$ cat src/rtl/b64dec_pkg.sv
// Shared types and constants for the Base64 decoder.
package b64dec_pkg;

    // Configuration register indexes
    localparam int unsigned CfgIdxW = 2;
    typedef enum logic [CfgIdxW-1:0] {
        CFG_SYMBOL_62 = 2'd0,
        CFG_SYMBOL_63 = 2'd1
    } t_cfg_index;

    // Reset values of the symbol registers ('+' and '/')
    localparam logic [7:0] SYMBOL_62_RESET = 8'h2B;
    localparam logic [7:0] SYMBOL_63_RESET = 8'h2F;

    // Padding character '='
    localparam logic [7:0] PAD_CHAR = 8'h3D;

    // Input word: one encoded character
    typedef struct packed {
        logic [7:0] char_in;
        logic       last_char;
    } t_in_word;

    // Output word: one decoded byte and status
    typedef struct packed {
        logic [7:0] data_byte;
        logic       byte_valid;
        logic       decode_error;
        logic       end_of_message;
    } t_out_word;

    // Sextet lookup result
    typedef struct packed {
        logic       hit;
        logic [5:0] value;
    } t_sextet;

endpackage

$ cat src/rtl/base64_decoder.sv
// Streaming Base64 decoder: input register, decode logic and output register.
//
// Takes one character per cycle while the output is not stalled and returns a
// word whenever a byte becomes complete (on the second, third and fourth
// character of each group) or the character is marked last. Each character is
// held in the input register and its result word in the output register.
// Throughput is one character per cycle while the output is not stalled, set by
// the single decode stage between the two registers, which updates the group
// state for each character. Up to two trailing '=' are stripped, a lone leftover
// character is dropped, and a third '=', data after '=' or an unknown character
// raises decode_error until the end of the message. The characters for sextets
// 62 and 63 come from two configuration registers (index 0 and 1), which the
// user must write only while the block is empty; the block does not enforce it.
module base64_decoder (
    input  logic                  i_clk,
    input  logic                  i_rst_n,
    // Input character channel
    input  logic                  i_in_valid,
    output logic                  o_in_stall,
    input  b64dec_pkg::t_in_word  i_in_data,
    // Output byte channel
    output logic                  o_out_valid,
    input  logic                  i_out_stall,
    output b64dec_pkg::t_out_word o_out_data,
    // Configuration write channel
    input  logic                  i_cfg_valid,
    output logic                  o_cfg_ready,
    input  logic [b64dec_pkg::CfgIdxW-1:0] i_cfg_index,
    input  logic [7:0]            i_cfg_data
);

    // Configuration registers
    logic [7:0] r_symbol_62;
    logic [7:0] r_symbol_63;

    // Input stage
    logic                 r_s1_vld;
    b64dec_pkg::t_in_word r_s1;

    // Decode state
    logic [1:0] r_pos,   n_pos;
    logic [5:0] r_carry, n_carry;
    logic [1:0] r_pads,  n_pads;
    logic       r_err,   n_err;

    // Output stage
    logic                  r_out_vld;
    b64dec_pkg::t_out_word r_out;
    b64dec_pkg::t_out_word n_out;

    logic                 s1_has_result;
    logic                 s1_go;
    logic                 out_free;
    logic                 in_take;
    b64dec_pkg::t_sextet  sx;

    // Map a character to its sextet value
    function automatic b64dec_pkg::t_sextet sextet_of(input logic [7:0] c,
                                                      input logic [7:0] s62,
                                                      input logic [7:0] s63);
        b64dec_pkg::t_sextet r;
        r.hit   = 1'b1;
        r.value = 6'd0;
        if (c >= 8'h41 && c <= 8'h5A) begin
            r.value = 6'(c - 8'h41);
        end else if (c >= 8'h61 && c <= 8'h7A) begin
            r.value = 6'(c - 8'h61 + 8'd26);
        end else if (c >= 8'h30 && c <= 8'h39) begin
            r.value = 6'(c - 8'h30 + 8'd52);
        end else if (c != b64dec_pkg::PAD_CHAR && c == s62) begin
            r.value = 6'd62;
        end else if (c != b64dec_pkg::PAD_CHAR && c == s63) begin
            r.value = 6'd63;
        end else begin
            r.hit = 1'b0;
        end
        return r;
    endfunction

    // Configuration writes; always ready
    assign o_cfg_ready = 1'b1;

    always_ff @(posedge i_clk) begin
        if (!i_rst_n) begin
            r_symbol_62 <= b64dec_pkg::SYMBOL_62_RESET;
            r_symbol_63 <= b64dec_pkg::SYMBOL_63_RESET;
        end else if (i_cfg_valid && o_cfg_ready) begin
            unique case (i_cfg_index)
                b64dec_pkg::CFG_SYMBOL_62: r_symbol_62 <= i_cfg_data;
                b64dec_pkg::CFG_SYMBOL_63: r_symbol_63 <= i_cfg_data;
                default: ;
            endcase
        end
    end

    // Decode of the word held in the input stage
    assign sx = sextet_of(r_s1.char_in, r_symbol_62, r_symbol_63);

    always_comb begin
        n_pos   = r_pos;
        n_carry = r_carry;
        n_pads  = r_pads;
        n_err   = r_err;
        n_out   = '0;
        if (!r_err) begin
            if (r_s1.char_in == b64dec_pkg::PAD_CHAR) begin
                if (r_pads != 2'd2) begin
                    n_pads = r_pads + 2'd1;
                end else begin
                    n_err = 1'b1;
                end
            end else if (r_pads != 2'd0) begin
                // data after padding
                n_err = 1'b1;
            end else if (!sx.hit) begin
                n_err = 1'b1;
            end else begin
                case (r_pos)
                    2'd0: begin
                        n_carry = sx.value;
                    end
                    2'd1: begin
                        n_out.data_byte  = {r_carry, sx.value[5:4]};
                        n_carry          = {2'b00, sx.value[3:0]};
                        n_out.byte_valid = 1'b1;
                    end
                    2'd2: begin
                        n_out.data_byte  = {r_carry[3:0], sx.value[5:2]};
                        n_carry          = {4'b0000, sx.value[1:0]};
                        n_out.byte_valid = 1'b1;
                    end
                    default: begin
                        n_out.data_byte  = {r_carry[1:0], sx.value};
                        n_carry          = 6'd0;
                        n_out.byte_valid = 1'b1;
                    end
                endcase
                n_pos = r_pos + 2'd1;
            end
        end
        n_out.decode_error   = n_err;
        n_out.end_of_message = r_s1.last_char;
        // end of message clears all message state
        if (r_s1.last_char) begin
            n_pos   = 2'd0;
            n_carry = 6'd0;
            n_pads  = 2'd0;
            n_err   = 1'b0;
        end
    end

    // Stage flow control
    assign s1_has_result = n_out.byte_valid || r_s1.last_char;
    assign out_free      = !r_out_vld || !i_out_stall;
    assign s1_go         = r_s1_vld && (out_free || !s1_has_result);
    assign o_in_stall    = r_s1_vld && !s1_go;
    assign in_take       = i_in_valid && !o_in_stall;

    // Input register
    always_ff @(posedge i_clk) begin
        if (!i_rst_n) begin
            r_s1_vld <= 1'b0;
        end else if (in_take) begin
            r_s1_vld <= 1'b1;
        end else if (s1_go) begin
            r_s1_vld <= 1'b0;
        end
    end

    always_ff @(posedge i_clk) begin
        if (in_take) begin
            r_s1 <= i_in_data;
        end
    end

    // Decode state registers
    always_ff @(posedge i_clk) begin
        if (!i_rst_n) begin
            r_pos   <= 2'd0;
            r_carry <= 6'd0;
            r_pads  <= 2'd0;
            r_err   <= 1'b0;
        end else if (s1_go) begin
            r_pos   <= n_pos;
            r_carry <= n_carry;
            r_pads  <= n_pads;
            r_err   <= n_err;
        end
    end

    // Output register
    always_ff @(posedge i_clk) begin
        if (!i_rst_n) begin
            r_out_vld <= 1'b0;
        end else if (s1_go && s1_has_result) begin
            r_out_vld <= 1'b1;
        end else if (!i_out_stall) begin
            r_out_vld <= 1'b0;
        end
    end

    always_ff @(posedge i_clk) begin
        if (s1_go && s1_has_result) begin
            r_out <= n_out;
        end
    end

    assign o_out_valid = r_out_vld;
    assign o_out_data  = r_out;

    // A word without a byte is only sent for the last character
    a_result_reason: assert property (@(posedge i_clk) disable iff (!i_rst_n)
        r_out_vld && !r_out.byte_valid |-> r_out.end_of_message)
        else $error("result word with neither byte nor end of message");

    // Empty words carry a zero byte
    a_zero_byte: assert property (@(posedge i_clk) disable iff (!i_rst_n)
        r_out_vld && !r_out.byte_valid |-> r_out.data_byte == 8'd0)
        else $error("non-zero data on a word without a byte");

    // No byte is produced once the message is in error
    a_no_byte_on_error: assert property (@(posedge i_clk) disable iff (!i_rst_n)
        r_out_vld && r_out.byte_valid |-> !r_out.decode_error)
        else $error("byte produced in error state");

    // State is clean after the last character has been decoded
    a_clear_on_last: assert property (@(posedge i_clk) disable iff (!i_rst_n)
        s1_go && r_s1.last_char |=>
            r_pos == 2'd0 && r_carry == 6'd0 && r_pads == 2'd0 && !r_err)
        else $error("message state not cleared after last character");

    // The input only stalls while the input stage holds a word
    a_stall_cause: assert property (@(posedge i_clk) disable iff (!i_rst_n)
        o_in_stall |-> r_s1_vld && r_out_vld && i_out_stall)
        else $error("input stalled without a blocked word");

endmodule
$ cat config.mk
export PLATFORM = sky130hd
export DESIGN_NAME = base64_decoder
export DESIGN_NICKNAME = d
export VERILOG_FILES = /design/src/rtl/b64dec_pkg.sv /design/src/rtl/base64_decoder.sv
export SDC_FILE = /design/constraint.sdc
export NUM_CORES = 1
export LEC_CHECK = 0
export BUFFER_PORTS_ARGS = -buffer_cell sky130_fd_sc_hd__buf_2
export CORE_MARGIN = 1
export CORE_UTILIZATION = 35
export DETAILED_ROUTE_END_ITERATION = 7
export SLEW_MARGIN = 10
export SYNTH_ARGS = -nofsm -noshare
export SYNTH_HDL_FRONTEND = slang
export SYNTH_SLANG_ARGS = --single-unit
$ cat constraint.sdc
create_clock -name i_clk -period 2.9 [get_ports i_clk]
set_input_delay 0.145 -clock i_clk [delete_from_list [all_inputs] [get_ports i_clk]]
set_output_delay 0.145 -clock i_clk [all_outputs]
set_load 0.01 [all_outputs]
Yosys cells after proc, flatten, opt, wreduce, memory -nomap -nowiden
Index checks and enable logic that the tools add are counted.
{"block": "totals", "out_inout_bits": 14, "reg_bits": 49, "input_bits": 24, "elab_cells": 109}
{"block": "op_classes", "mux": 40, "magnitude_cmp": 6, "bitwise_logic": 1, "reduce_logical": 29, "n_addsub": 7, "eq_ne": 12}
{"cell": "$mux W6", "n": 10}
{"cell": "$pmux W9 S3", "n": 1}
{"cell": "$mux W1", "n": 19}
{"cell": "$mux W2", "n": 9}
{"cell": "$pmux W6 S3", "n": 1}
{"cell": "$eq A8 B8 Y1", "n": 2}
{"cell": "$ge A8 B7 Y1 const B", "n": 2}
{"cell": "$le A8 B7 Y1 const B", "n": 2}
{"cell": "$sub A6 B6 Y6 const B", "n": 2}
{"cell": "$reduce_bool A2 Y1", "n": 5}
{"cell": "$logic_and A1 B1 Y1", "n": 9}
{"cell": "$eq A8 B6 Y1 const B", "n": 1}
{"cell": "$ge A8 B6 Y1 const B", "n": 1}
{"cell": "$le A8 B6 Y1 const B", "n": 1}
{"cell": "$ne A2 B2 Y1 const B", "n": 4}
{"cell": "$ne A8 B6 Y1 const B", "n": 1}
{"cell": "$add A6 B5 Y6 const B", "n": 1}
{"cell": "$add A6 B6 Y6 const B", "n": 1}
{"cell": "$sub A6 B1 Y6 const B", "n": 1}
{"cell": "$logic_not A1 Y1", "n": 5}
{"cell": "$reduce_and A5 Y1", "n": 1}
{"cell": "$add A2 B1 Y2 const B", "n": 2}
{"cell": "$eq A2 B1 Y1 const B", "n": 2}
{"cell": "$logic_not A2 Y1", "n": 2}
{"cell": "other kinds (7)", "n": 10}

Depth between registers and ports, before layout
Gate-level depths: netlist (run 1).
{"block": "logic_depth", "word_depth": 21, "mapped_depth": 10, "depth_no_buf": 9}

Worst setup path after synthesis (run 1)
Ideal clock, no wire load.
{"block": "synth_timing", "kind": "reg-to-reg", "startpoint": "reg r_s1[1] (netlist name)", "endpoint": "reg r_out (netlist bit o_out_data[0]), enable pin", "synth_period_minus_slack_ns": 2.835, "setup_ns": 0.383, "t_required_ns": 2.517, "setup_slack_ns": 0.065, "arrival_ns": 2.452, "n_path_buf": 0, "path_stages_with_launch": 10, "cell_sequence": "edfxtp_1 -> inv_1 -> ha_1 -> nor2b_1 -> o21ai_2 -> nand4_1 -> nand4_1 -> a31oi_1 -> nand2b_1 -> a21oi_1"}
{"block": "synth_via", "elab_chain_cells": 16, "elab_cells_between_ends": 29, "cone_classes": "6 x order compare; 4 x eq/ne; 9 x mux; 10 x reduce/logical"}
{"element": "start, declared", "line_no": "base64_decoder.sv:38", "source": "b64dec_pkg::t_in_word r_s1;"}
{"element": "start signal, assigned", "line_no": "base64_decoder.sv:172", "source": "r_s1 <= i_in_data;"}
{"element": "parallel branches: the longest is 9 deep, another holds $ge A8 B6 Y1"}
{"element": "$mux W1 *", "line_no": "base64_decoder.sv:106", "source": "if (r_s1.char_in == b64dec_pkg::PAD_CHAR) begin"}
{"element": "$mux W1 *", "line_no": "base64_decoder.sv:105", "source": "if (!r_err) begin"}
{"element": "$logic_or A1 B1 Y1 *", "line_no": "base64_decoder.sv:153", "source": "assign s1_has_result = n_out.byte_valid || r_s1.last_char;"}
{"element": "$logic_not A1 Y1", "line_no": "base64_decoder.sv:155", "source": "assign s1_go = r_s1_vld && (out_free || !s1_has_result);"}
{"element": "$logic_or A1 B1 Y1", "line_no": "base64_decoder.sv:155"}
{"element": "$logic_and A1 B1 Y1", "line_no": "base64_decoder.sv:155"}
{"element": "$logic_and A1 B1 Y1 *", "line_no": "base64_decoder.sv:203", "source": "if (s1_go && s1_has_result) begin"}
{"element": "end signal, assigned", "line_no": "base64_decoder.sv:204", "source": "r_out <= n_out;"}
{"element": "end, declared", "line_no": "base64_decoder.sv:48", "source": "b64dec_pkg::t_out_word r_out;"}
Every way passes the cells marked *.
A chain may end at the register's enable or synchronous reset.

Worst setup path in the final report (run 1)
{"block": "layout_timing", "startpoint": "reg r_s1[3] (netlist name)", "endpoint": "reg r_out (netlist bit o_out_data[6]) (data pin)"}
{"block": "layout_via", "elab_chain_cells": 9, "elab_cells_between_ends": 33, "cone_classes": "5 x add/sub; 6 x order compare; 4 x eq/ne; 11 x mux; 1 x bitwise; 6 x reduce/logical"}
{"element": "parallel branches: the longest is 9 deep, another holds $sub A6 B6 Y6"}
Parallel ways; which one is timed is not known.

==> out/qor.csv, run 1 <==
metric,value,unit
status,"finished, final reports clean",
drtIter0Drc,76,
die-area,8770,µm²
tns,0,ns
report.final.slew_viol_count,0,
gr-usage-met3,2.27,%
path_depth,10,
antenna_found_initial,0,
whs_path_depth,1,
avgRoutedWirePerCell,13.8,µm
cts_tree,yes,
clock_latency,0.30,ns
cp_data_arrival_time,2.76,ns
synth_edf_count,20,
die_x,93.7,µm
finalNetCount,401,
grt_max_degree,33,
ys.flop_type,dfxtp_1,
area_growth,17.2,%
ys_warn_count,0,
final-hold-violation-count,0,
track_usage,15.5,%
cts.sinks,49,
crit_path_top_delay_cell,edfxtp_1,
fp-row-count,33,
timing.final.ws_setup,0.170,ns
critPathBufInv,2,
use_met2,27.5,%
pre_cts_ws,0.0160,ns
grt.met1_usage,19.4,%
endpoint_kind,flip-flop,
worstPathCellList,"buf_4, ha_1, a21o_1, buf_4, a31oi_1, nand3_2, o32ai_2, nor3_2, a221oi_1, a211oi_1",
globalRoute.busiestLayer,met2,
cp.required,2.93,ns
clock_skew,0.00328,ns
hold_path.class,input pin to flip-flop,
async_flop_share,0,%
diodes,0,
relSlewSlack,61.2,%
grt_pass1_wl,10700,µm
syn-cell-area,2940,µm²
critPathTopFamily,compound AO/OA/AOI/OAI gates,
hold_buffers,0,
min_period,2.73,ns
worstMarginPinSlew,0.582,ns
max_freq,0.366,GHz
syn_avg_cell_area,9.48,µm²
cp_max_fo,8,
placement.io_buffers,36,
yosys.area.top_type_share,20.4,%
period_share,94.1,%
cts_htree_levels,2,
fin_util,42.2,%
synthTopCellsByArea,"edfxtp_1, dfxtp_1, ha_1",
rsz0062_at_grt,true,
synth_area_leader_cell,edfxtp_1,
drv.max_cap_violation_count,0,
crit_top_cell,buf_4,
die_h,93.7,µm
io_pins,38,
reg2reg_depth,10,
setup_viol,0,
place_congestion,0.888,
overflow,0,
p_per_area,401,nW/µm²
viasPerCell,5.16,
cpPeakStageDelay,0.39,ns
vias,2415,
synth_cells,310,
drc,0,
grt_pass1_vias,2293,
ys_ff_latch,49,
crit_type,flip-flop to flip-flop,
cts_buffers,5,
initial_core_util,36.0,%
postRouteAntennaNets,0,
path_clk_slew,0.09,ns
p_leak,0.00133,µW
cts_max_path_buffers,2,
synth_seq_area_share,40.2,%
syn_nets,349,
finalWirelength,6460,µm
hpwl,4970,µm
core_area,8180,µm²
cts_root_buf,clkbuf_8,
ir_drop,0.000198,V
drive_gt1_share,23.4,%
first_pass_iters,4,
yosys.cell_types.count,63,
worstSetupStartpointType,flip-flop,
==> stage by stage <==
| step | power [µW] | cell area [µm²] | hold WS [ns] | instances |
|---|---|---|---|---|
| after global routing | 1450 | 3450 | 0.000504 | 468 |
| after floorplan | 919 | 2940 | 0.244 | 310 |
| after global placement | 997 | 3350 | 0.327 | 460 |
| after detailed placement | 1000 | 3350 | 0.324 | 460 |
| after CTS | 1400 | 3440 | 0.00146 | 468 |
| final | 1380 | 3450 | 0.0152 | 468 |
==> logic make-up (layout without fill, tap and decap cells) <==
group / Yosys count / count (layout) / share of synthesized area (%)
AO/OA/AOI/OAI: 61 / 61 / 14.8
XOR/XNOR: 19 / 19 / 5.66
adder cells (fa/ha/maj): 15 / 15 / 6.38
buffers and inverters: 28 / 81 / 4.34
flip-flops: 49 / 49 / 40.2
multiplexers: 15 / 15 / 5.15
other: 1 / 1 / 0.128
AND/OR/NAND/NOR: 122 / 122 / 23.4
==> per-layer routing <==
metal | vias up | part of all wire (%)
met3 | 9 | 3.7
li1 | 1225 | -
met4 | 0 | 1.4
met5 | - | 0
met1 | 1124 | 46
met2 | 57 | 49
==> cells in the final DEF (no fill, tap or decap), types with 3 or more instances in the layout <==
master	n
a21boi_0	6
a21oi_1	12
a22oi_1	6
and3b_1	3
buf_2	36
buf_4	24
clkbuf_8	5
dfxtp_1	29
edfxtp_1	20
ha_1	15
inv_1	13
mux2i_1	14
nand2_1	37
nand2b_1	3
nand3_1	16
nand4_1	6
nor2_1	17
nor2b_1	9
nor3b_1	3
nor4_2	5
o21a_1	3
o21ai_0	10
o221ai_1	3
xor2_1	17
==> worst register-to-register path: cells and delay by family (launching register included) <==
| family | cells | cell delay, ns |
|---|---|---|
| fa+ha+maj | 1 | 0.25 |
| flops | 1 | 0.39 |
| buf+inv | 2 | 0.33 |
| compound gates | 5 | 1.16 |
| simple gates | 2 | 0.33 |
==> registers in the layout, indices dropped and copies added, names as in the netlist <==
name         count
n_out            1
o_out_data      11
o_out_valid      1
r_carry          6
r_err            1
r_pads           2
r_pos            2
r_s1             8
r_s1_vld         1
r_symbol_62      8
r_symbol_63      8
==> worst paths after layout <==
path | startpoint | to | slack [ns]
worst max register to register | r_s1[3] | o_out_data[6] | 0.17
worst min-delay path | i_in_data[5] | r_s1[5] | 0.02
worst min register to register | r_carry[4] | r_carry[4] | 0.46
worst max-delay path | r_s1[3] | o_out_data[6] | 0.17
==> power by group <==
group / switching [µW] / internal, µW
Combinational: 130 / 97.1
Sequential: 16.4 / 741
Clock: 227 / 171
==> what timing repair did <==
action,in CTS,in global routing
setup buffers,0,0
gates resized for setup,1,1
endpoints found under the setup margin,9,10
pin swaps,0,0
endpoints found under the hold margin,0,0
==> area by class of cell <==
type,count,area [µm²]
multi-input combinational,233,1640
timing repair buffer,60,360
clock inverter,1,7.51
clock buffer,7,76.3
inverter,13,48.8
sequential,49,1180
fill,834,4730
tap,105,131
==> Yosys cell counts, types with 2 or more instances <==
cell type and n:
a21boi_0 6, a21oi_1 12, a221oi_1 2, a22oi_1 6, a31oi_1 2, and2_1 2
and3_1 2, and3b_1 3, buf_2 3, buf_6 2, clkbuf_1 8, dfxtp_1 29
edfxtp_1 20, ha_1 15, inv_1 13, mux2i_1 14, nand2_1 37, nand2b_1 3
nand3_1 16, nand3b_1 2, nand4_1 6, nand4b_1 2, nor2_1 17, nor2b_1 10
nor3_1 2, nor3b_1 3, nor4_2 5, o2111ai_1 2, o21a_1 3, o21ai_0 10
o221ai_1 3, o32ai_1 2, xnor2_1 2, xor2_1 17
Note: power is estimated with default switching activity, not from simulation.
==> inputs of run 2 (changes only) <==
CTS_CLUSTER_SIZE = 14   (was unset)
RECOVER_POWER = 100   (was unset)
==> run 2 against run 1 <==
  * Worst setup slack gained 0.0073 ns
  * Clock skew increased by 0.0015 ns
  * Highest routed layer unchanged
  * Cell area decreased by 0.76%
  * Critical endpoint unchanged
  * Hold slack hardly changed
  * Total power barely moved
  * Critical path depth stayed put
  * Clock power is essentially flat
  * Via count up 0.33%
==> out/qor.csv, run 2 (synthesis gave the netlist of run 1 again) <==
metric,value,unit,change
cts_htree_levels,2,,unchanged
finalNetCount,401,,unchanged
fillerInstances,833,,-0.12%
clock_skew,0.00479,ns,+0.00151 ns
placement.io_buffers,36,,unchanged
final_common_cell,nand2_1,,
fp-row-count,33,,unchanged
cts.repair.resized,1,,unchanged
cts_buffers,5,,unchanged
grt_pass1_vias,2293,,unchanged
status,"finished, final reports clean",,
p_per_area,404,nW/µm²,+0.67%
finalNonFillerCells,468,,unchanged
gr-usage-met3,2.27,%,unchanged
layout_common_cells,"nand2_1, dfxtp_1, buf_2",,
cpPeakStageDelay,0.39,ns,about the same
max_freq,0.367,GHz,+0.27%
vias,2423,,+0.33%
clock_latency,0.30,ns,about the same
die_h,93.7,µm,unchanged
cts_root_buf,clkbuf_8,,
whs,0.0151,ns,-0.000107 ns
drive_gt1_share,19.0,%,-4.4 points
track_usage,15.5,%,unchanged
io_pins,38,,unchanged
min_period,2.72,ns,-0.00727 ns
die-area,8770,µm²,unchanged
report.final.slew_viol_count,0,,unchanged
drc,0,,unchanged
core_area,8180,µm²,unchanged
area_growth,16.3,%,
rsz0062_at_grt,true,,
cp_data_arrival_time,2.75,ns,about the same
worstSetupStartpointType,flip-flop,,
postRouteAntennaNets,0,,unchanged
cts_setup_buffers,0,,unchanged
setup_viol,0,,unchanged
overflow,0,,unchanged
use_met2,27.5,%,unchanged
period_share,93.9,%,-0.25 points
crit_path_top_delay_cell,edfxtp_1,,
grt.met1_usage,19.4,%,unchanged
hpwl,4970,µm,unchanged
pre_cts_ws,0.0160,ns,unchanged
final-hold-violation-count,0,,unchanged
dp.cells,460,,unchanged
viasPerCell,5.18,,+0.33%
p_total,1380,µW,about the same
ir_drop,0.000199,V,+0.14%
largest_register_ffs,11,,unchanged
initial_core_util,36.0,%,unchanged
antenna_found_initial,0,,unchanged
first_pass_iters,4,,unchanged
die_x,93.7,µm,unchanged
hold_path.class,input pin to flip-flop,,
fin_util,41.8,%,-0.32 points
hold_buffers,0,,unchanged
critPathBufInv,2,,unchanged
path_clk_slew,0.09,ns,about the same
cp.required,2.93,ns,about the same
drv.max_cap_violation_count,0,,unchanged
p_leak,0.00129,µW,-3.3%
avgRoutedWirePerCell,13.8,µm,+0.31%
globalRoute.busiestLayer,met2,,
cp_max_fo,8,,unchanged
critPathTopFamily,compound AO/OA/AOI/OAI gates,,
finalWirelength,6480,µm,+0.31%
endpoint_kind,flip-flop,,
timing.final.ws_setup,0.178,ns,+0.00726 ns
cts.sinks,49,,unchanged
place_congestion,0.888,,unchanged
grt_pass1_wl,10700,µm,unchanged
diodes,0,,unchanged
relSlewSlack,57.9,%,-3.2 points
worstMarginPinSlew,0.629,ns,+0.0463 ns
cts_max_path_buffers,2,,unchanged
crit_type,flip-flop to flip-flop,,
cts_tree,yes,,
worstPathCellList,"buf_4, ha_1, a21o_1, clkbuf_4, a31oi_1, nand3_2, o32ai_2, nor3_2, a221oi_1, a211oi_1",,
drtIter0Drc,92,,+21%
grt_max_degree,33,,unchanged
[run 2: cell count changes in the layout (fill, tap and decap cells not counted), sizes merged]
cell and delta:
buf -17, clkbuf +17
[run 2: worst paths after layout]
check	startpoint	end	slack, ns	cells after the start
worst max-delay path	r_s1[3]	o_out_data[6]	0.18	10
worst min register to register	r_carry[4]	r_carry[4]	0.46	2
worst min-delay path	i_in_data[5]	r_s1[5]	0.02	1
worst max register to register	r_s1[3]	o_out_data[6]	0.18	10
[run 2: power breakdown]
group	switching, µW	internal (µW)	total [µW]
logic	129	94.5	224
registers	16.6	741	758
clock network	229	171	400
[run 2: final cells by class]
cell class | count | area, µm² | share of cell area, %
multi-input combinational | 233 | 1640 | 47.9
clock buffer | 7 | 76.3 | 2.23
inverter | 13 | 48.8 | 1.43
tap | 105 | 131 | 3.84
sequential | 49 | 1180 | 34.5
timing repair buffer | 60 | 337 | 9.84
clock inverter | 1 | 7.51 | 0.219
[run 2: routing by layer]
metal,up-vias,share of wire [%]
met3,9,5.4
met5,-,0
met4,0,1.4
met2,71,48
met1,1117,45
li1,1226,-
[run 2: worst reg2reg max path: cells and delay by family (launching register included)]
kind | cells | cell delay (ns)
AOI/OAI and AO/OA | 5 | 1.16
adders and majority gates | 1 | 0.26
buffers and inverters | 2 | 0.32
DFF | 1 | 0.39
and+or+nand+nor | 2 | 0.33
[run 2: through the flow]
stage	TNS [ns]	area [µm²]
6_report	0	3420
5_1_grt	-0.0876	3420
4_1_cts	0	3440
3_5_place_dp	0	3350
3_3_place_gp	0	3350
2_1_floorplan	0	2940
==> inputs of run 3 (changes only) <==
CORE_UTILIZATION = 52   (was 35)
PLACE_DENSITY = 0.76   (was unset)
==> run 3 against run 2 <==
  * Combinational power increased by 3%
  * Cell area increased by 0.80%
  * Sequential cell count unchanged
  * Critical path depth decreased by 1
  * Sequential power about the same
  * Clock power increased by 23%
  * Global-route usage increased by 8.1 points
  * Critical path type is now flip-flop to output pin
==> out/qor.csv, run 3 (synthesis gave the netlist of run 1 again) <==
metric,value,unit,change
status,"finished, final reports clean",,
avgRoutedWirePerCell,15.2,µm,+9.5%
setup_viol,0,,unchanged
min_period,2.71,ns,-0.0171 ns
hpwl,4980,µm,+0.33%
cts_max_path_buffers,2,,unchanged
p_leak,0.00133,µW,+3.4%
first_pass_iters,4,,unchanged
place_congestion,0.917,,+3.3%
io_pins,38,,unchanged
cts_buffers,5,,unchanged
die_x,77.2,µm,-18%
vias,2470,,+1.9%
crit_top_cell,buf_4,,
multi_input_area,1640,µm²,-0.23%
fp-row-count,27,,-18%
finalNetCount,406,,+1.2%
layout_common_cells,"nand2_1, dfxtp_1, buf_4",,
track_usage,23.6,%,+8.1 points
worstPathCellList,"buf_4, xor2_1, nor4_2, nand3_1, nand4_1, a31oi_1, nor3b_1, buf_4, clkbuf_2",,
worstSetupStartpointType,flip-flop,,
largest_register_ffs,11,,unchanged
p_per_area,429,nW/µm²,+6.3%
dr_wl_met2,3380,µm,+7.9%
cts_root_buf,clkbuf_8,,
crit_path_top_delay_cell,edfxtp_1,,
grt_max_degree,33,,unchanged
routed.top_layer,met4,,
cp_max_fo,5,,-3
fillerInstances,503,,-40%
cpPeakStageDelay,0.47,ns,+0.08 ns
cts_tree,yes,,
ir_drop,0.000405,V,+100%
antenna_found_initial,0,,unchanged
placement.io_buffers,36,,unchanged
dr_wl_met3,204,µm,-41%
hold_path.class,input pin to flip-flop,,
overflow,0,,unchanged
report.final.slew_viol_count,0,,unchanged
finalWirelength,6670,µm,+2.9%
initial_core_util,53.7,%,+18 points
drtIter0Drc,177,,+92%
cts.sinks,49,,unchanged
relSlewSlack,56.5,%,-1.5 points
postRouteAntennaNets,0,,unchanged
path_clk_slew,0.09,ns,about the same
wl_met1,2970,µm,+2.2%
fin_util,63.0,%,+21 points
cp.required,2.76,ns,-0.17 ns
cp_data_arrival_time,2.56,ns,-0.19 ns
area_growth,17.3,%,
viasPerCell,5.61,,+8.4%
cts_setup_buffers,0,,unchanged
drv.max_cap_violation_count,0,,unchanged
endpoint_kind,output pin,,
max_freq,0.370,GHz,+0.63%
clock_skew,0.0154,ns,+0.0106 ns
tns,0,ns,unchanged
period_share,93.3,%,-0.59 points
die_h,77.2,µm,-18%
rsz0062_at_grt,false,,
drive_gt1_share,20.1,%,+1.1 points
crit_type,flip-flop to output pin,,
grt_pass1_vias,2439,,+6.4%
diodes,0,,unchanged
cts_htree_levels,2,,unchanged
final_common_cell,nand2_1,,
core_area,5470,µm²,-33%
die-area,5960,µm²,-32%
worstMarginPinSlew,0.651,ns,+0.0220 ns
drc,0,,unchanged
seq_area,1180,µm²,unchanged
clock_latency,0.31,ns,about the same
grt_pass1_wl,11200,µm,+4.8%
final-hold-violation-count,0,,unchanged
-- run 3: worst max-delay path, delay by kind of cell, from the launching register on --
kind | cells | cell delay [ns]
and+or+nand+nor | 4 | 1.04
DFF | 1 | 0.47
xor gates and xnor gates | 1 | 0.14
buffers and inverters | 3 | 0.50
AOI/OAI and AO/OA | 1 | 0.12
-- run 3: final timing paths --
kind              slack (ns)       endpoint         start  depth (start not counted)
setup / recovery        0.19     o_in_stall       r_s1[4]                          9
hold / removal          0.02        r_s1[7]  i_in_data[7]                          1
setup reg to reg        0.22  o_out_data[4]       r_s1[3]                         10
hold reg to reg         0.48     r_carry[5]    r_carry[5]                          2
-- run 3: where the power goes --
part | switching [µW] | internal [µW] | total (µW) | leakage, µW
Clock | 233 | 259 | 491 | 0.0000585
Combinational | 132 | 98.6 | 231 | 0.000847
Sequential | 17.2 | 741 | 758 | 0.000425
Total | 382 | 1100 | 1480 | 0.00133
-- run 3: metal layers --
layer,up-vias,global-route usage (%)
li1,1240,-
met1,1168,28.2
met2,51,41.9
met3,11,4.29
met4,0,8.30
met5,-,0
-- run 3: timing repair --
item / CTS / global route
endpoints found under the hold margin: 0 / 2
hold buffers: 0 / 2
gates resized for setup: 0 / 3
setup endpoints to repair: 0 / 11
-- run 3: stage by stage --
stage	hold slack (ns)	cell area (µm²)	instances	setup slack (ns)	total power, µW
final	0.0153	3450	440	0.195	1480
after CTS	0.00882	3450	438	0.136	1480
after global routing	0.00467	3450	440	0.0151	1530
after floorplan	0.244	2940	310	0.0651	919
after global placement	0.323	3330	430	0.186	998
after detailed placement	0.323	3330	430	0.160	1000
-- run 3: cell type report --
cell class	count	share of cell area (%)
clock buffer	5	2.00
clock inverter	3	1.27
inverter	13	1.42
multi-input combinational	233	47.4
sequential	49	34.3
tap	72	2.61
timing repair buffer	65	11.0
